**config.mk**
```make
export PLATFORM = sky130hd
export DESIGN_NAME = csg_mul
export DESIGN_NICKNAME = d
export VERILOG_FILES = /design/src/sv/csg_pkg.sv /design/src/sv/csg_mul.sv
export SDC_FILE = /design/constraint.sdc
export NUM_CORES = 2
export LEC_CHECK = 0
export BUFFER_PORTS_ARGS = -buffer_cell sky130_fd_sc_hd__buf_2
export CORE_MARGIN = 10
export CORE_UTILIZATION = 56
export DETAILED_ROUTE_END_ITERATION = 10
export PLACE_DENSITY = 0.7
export SKIP_CTS_REPAIR_TIMING = 1
export SLEW_MARGIN = 20
export SYNTH_ARGS = -nofsm -noshare
export SYNTH_HDL_FRONTEND = slang
export SYNTH_SLANG_ARGS = --single-unit
export TNS_END_PERCENT = 1
```
**constraint.sdc**
```tcl
create_clock -name clk -period 28.5 [get_ports clk]
set_input_delay 7.125 -clock clk [delete_from_list [all_inputs] [get_ports clk]]
set_output_delay 7.125 -clock clk [all_outputs]
set_load 0.005 [all_outputs]
```
**src/sv/csg_pkg.sv**
```systemverilog
// ----------------------------------------------------------------------------
// csg_pkg
// shared widths, opcodes and register indexes of the cubic spline grid painter
// ----------------------------------------------------------------------------
package csg_pkg;

    localparam int GRID_BITS_DEF = 6;
    localparam int POS_W         = 32;
    localparam int CIDX_W        = 6;
    localparam int ACC_W         = 40;
    localparam int OUT_W         = 48;
    localparam int CFG_W         = 32;
    localparam int MUL_W         = 34;
    localparam int PROD_W        = 2 * MUL_W;
    localparam int W_W           = 17;

    // floor(x / 6) = (x * DIV6_K) >> DIV6_SH for x below 2^20
    localparam int DIV6_SH       = 22;
    localparam logic [19:0] DIV6_K = 20'((2 ** DIV6_SH + 5) / 6);

    localparam logic [1:0] OP_PAINT = 2'd0;
    localparam logic [1:0] OP_READ  = 2'd1;
    localparam logic [1:0] OP_CLEAR = 2'd2;

    localparam logic [1:0] REG_CELLS_PER_LENGTH = 2'd0;
    localparam logic [1:0] REG_OFFSET_HALF      = 2'd1;
    localparam logic [1:0] REG_NORM_SCALE       = 2'd2;

endpackage

```
**src/sv/csg_mul.sv**
```systemverilog
// ----------------------------------------------------------------------------
// csg_mul
// shared signed multiplier with registered product
// ----------------------------------------------------------------------------
module csg_mul (
    input  logic                                clk,
    input  logic signed [csg_pkg::MUL_W-1:0]    a,
    input  logic signed [csg_pkg::MUL_W-1:0]    b,
    output logic signed [csg_pkg::PROD_W-1:0]   prod
);
    import csg_pkg::*;

    logic signed [PROD_W-1:0] prod_reg;

    always_ff @(posedge clk)
    begin
        prod_reg <= a * b;
    end

    assign prod = prod_reg;

endmodule

```
==> results.py <==
metrics = {
    "setup_path": {
        "worstPathRequired_ns": 28.79,
        "cp-endpoint": "prod[61]$_DFF_P_",
        "path_class": "primary input to flop",
        "critPathMaxFanout": 27,
        "critical_path.startpoint_type": "primary input",
        "cp.arrival_ns": 15.44,
        "end_kind": "flop",
        "crit_path_start": "b[33]",
    },
    "synth": {
        "ys_types": 69,
        "ys_seq_area_frac": 0.0316,
        "synth_ff_type": "dfxtp_1",
        "ys_warn_count": 0,
        "avgSynthCellArea_um2": 9.45,
        "syn-num-nets": 6068,
        "synth_top_area_frac": 0.577,
        "async_flop_share": 0,
        "ys_seq_elements": 68,
        "netlist_area_um2": 43000,
        "synth_edf_count": 0,
        "synth.area.top_cells": "fa_1, inv_1, and2_1",
        "yosys.area.top_type": "fa_1",
        "synth_cells": 4554,
    },
    "grt": {
        "grt_pass1_vias": 33800,
        "antenna_found_initial": 8,
        "grt_overflow": 0,
        "use_met2": 0.450,
        "grt_max_degree": 35,
        "grt_pass1_wl_mm": 189,
        "grtUsageTotal": 0.274,
        "gr-usage-met3": 0.0468,
        "busiest_layer": "met2",
        "grt_util_met1": 0.367,
    },
    "drt": {
        "drtAntennaViolNets": 0,
        "drtPass1Iterations": 5,
        "vias": 30000,
        "wl_mm": 115,
        "wl_per_cell_um": 20.8,
        "avgViaCountPerCell": 5.43,
        "drcViolationCount": 0,
        "drt_iter0_markers": 2079,
    },
    "clock_tree": {
        "cts_tree": "built",
        "htreeDepth": 3,
        "cts_buffer_depth": 2,
        "clkTransAtPathRegs_ns": 0.08,
        "cts.sinks": 68,
        "cts_root_buffer": "clkbuf_16",
        "cts_made_buffers": 9,
    },
    "die": {
        "ios": 137,
        "dieArea_um2": 88300,
        "die_y_um": 297,
        "coreArea_um2": 76100,
        "chipWidth_um": 297,
        "initial_utilization": 0.566,
        "placement_rows": 101,
    },
    "sta": {
        "max_freq_ghz": 0.0660,
        "setup_ws_ns": 13.35,
        "setup_viol": 0,
        "rsz0062_at_grt": "false",
        "period_share": 0.532,
        "relSlewSlack": 0.231,
        "setup_tns_ns": 0,
        "hold_viol_final": 0,
        "drv_slew": 0,
        "post-route-min-period_ns": 15.15,
        "tightest_slew_ns": 1.15,
    },
    "run_status": {
        "status": "complete, no violations",
    },
    "place": {
        "dp_worst_setup_slack_ns": 12.97,
        "dp_hpwl_mm": 88.2,
        "gp_congestion": 0.906,
        "place.port_buffers": 136,
    },
    "final_layout": {
        "area_delta_synth_final_pct": 3.70,
        "multi_input_area_um2": 36100,
        "final_nets": 6015,
        "post_route_cells_drive_above_1_share": 0.0470,
        "final-seq-area_um2": 1360,
        "fin_util": 0.586,
        "insertedDiodeCount": 0,
        "nFillCells": 6673,
        "largest_register_ffs": 68,
    },
    "worst_hold_path": {
        "min_path_type": "primary input to flop",
    },
    "job": {
        "drv_cap": 0,
    },
}
worst max-delay path, stage by stage:
cell	delay, ns
buf_2	0.26
clkinv_1	0.88
nor2_1	0.37
fa_1	0.48
fa_1	0.51
fa_1	0.43
fa_1	0.46
fa_1	0.52
fa_1	0.43
fa_1	0.49
inv_1	0.05
fa_1	0.48
inv_1	0.05
ha_1	0.51
nand2_1	0.09
o21ai_1	0.29
or2_2	0.20
nor2b_1	0.13
or4_1	0.59
o21ai_4	0.35
a31oi_2	0.20
o221ai_1	0.24
o21ai_1	0.13
xnor2_1	0.13
area by class of cell:
cell class              instances  share of cell area
well taps                    1030              0.0289
repair buffers                164              0.0200
clock inverters                 5             0.00132
inverters                    1232               0.104
multi-input cells            3026               0.810
clock buffers                  11             0.00566
flip-flops and latches         68              0.0305
routing by layer:
metal	vias up	wire [um]
met5	-	49
met4	10	3920
met3	251	8900
met2	1236	55600
met1	15900	46800
li1	12700	-
through the flow:
step	cells	hold slack (ns)	area, um2
after detailed placement	5520	7.51	44300
after floorplan	4554	7.25	43000
after global routing	5536	7.35	44600
after global placement	5520	7.51	44300
after CTS	5536	7.31	44600
final	5536	7.32	44600
synthesized netlist by cell type (all sizes together), types with 12 or more instances:
cell type,number
dfxtp,68
a21oi,63
a21o,37
and2,623
xnor2,56
nor2,56
nand2b,20
clkbuf,217
inv,1231
xor2,23
nand2,542
o21ai,41
o21bai,12
ha,204
fa,1241
worst min path at each step:
stage,slack (ns),startpoint,to,cells past startpoint
2_1_floorplan,7.25,a[0],prod[0]$_DFF_P_,1
3_3_place_gp,7.51,prod[34]$_DFF_P_,prod[34],1
3_5_place_dp,7.51,prod[24]$_DFF_P_,prod[24],1
4_1_cts,7.31,b[0],prod[0]$_DFF_P_,3
5_1_grt,7.35,b[0],prod[0]$_DFF_P_,3
6_report,7.32,b[0],prod[0]$_DFF_P_,3
logic make-up after synthesis:
group | after synthesis | synth area share
simple gates | 1296 | 0.154
xor+xnor | 79 | 0.0161
flops | 68 | 0.0316
compound gates | 206 | 0.0335
buf+inv | 1460 | 0.128
fa+ha+maj | 1445 | 0.637
cells in the final DEF, fill, tap and decap left out, types with 28 or more instances in the layout:
cell type	instances
a21o_1	37
buf_2	136
inv_1	1231
ha_1	204
nand2_1	542
and2_1	621
buf_4	28
o21ai_0	31
dfxtp_1	68
xnor2_1	56
a21oi_1	61
fa_1	1241
nor2_1	54
Power is not shown: default switching activity piles up to over one toggle a cycle in this logic, so the estimate is an artifact.
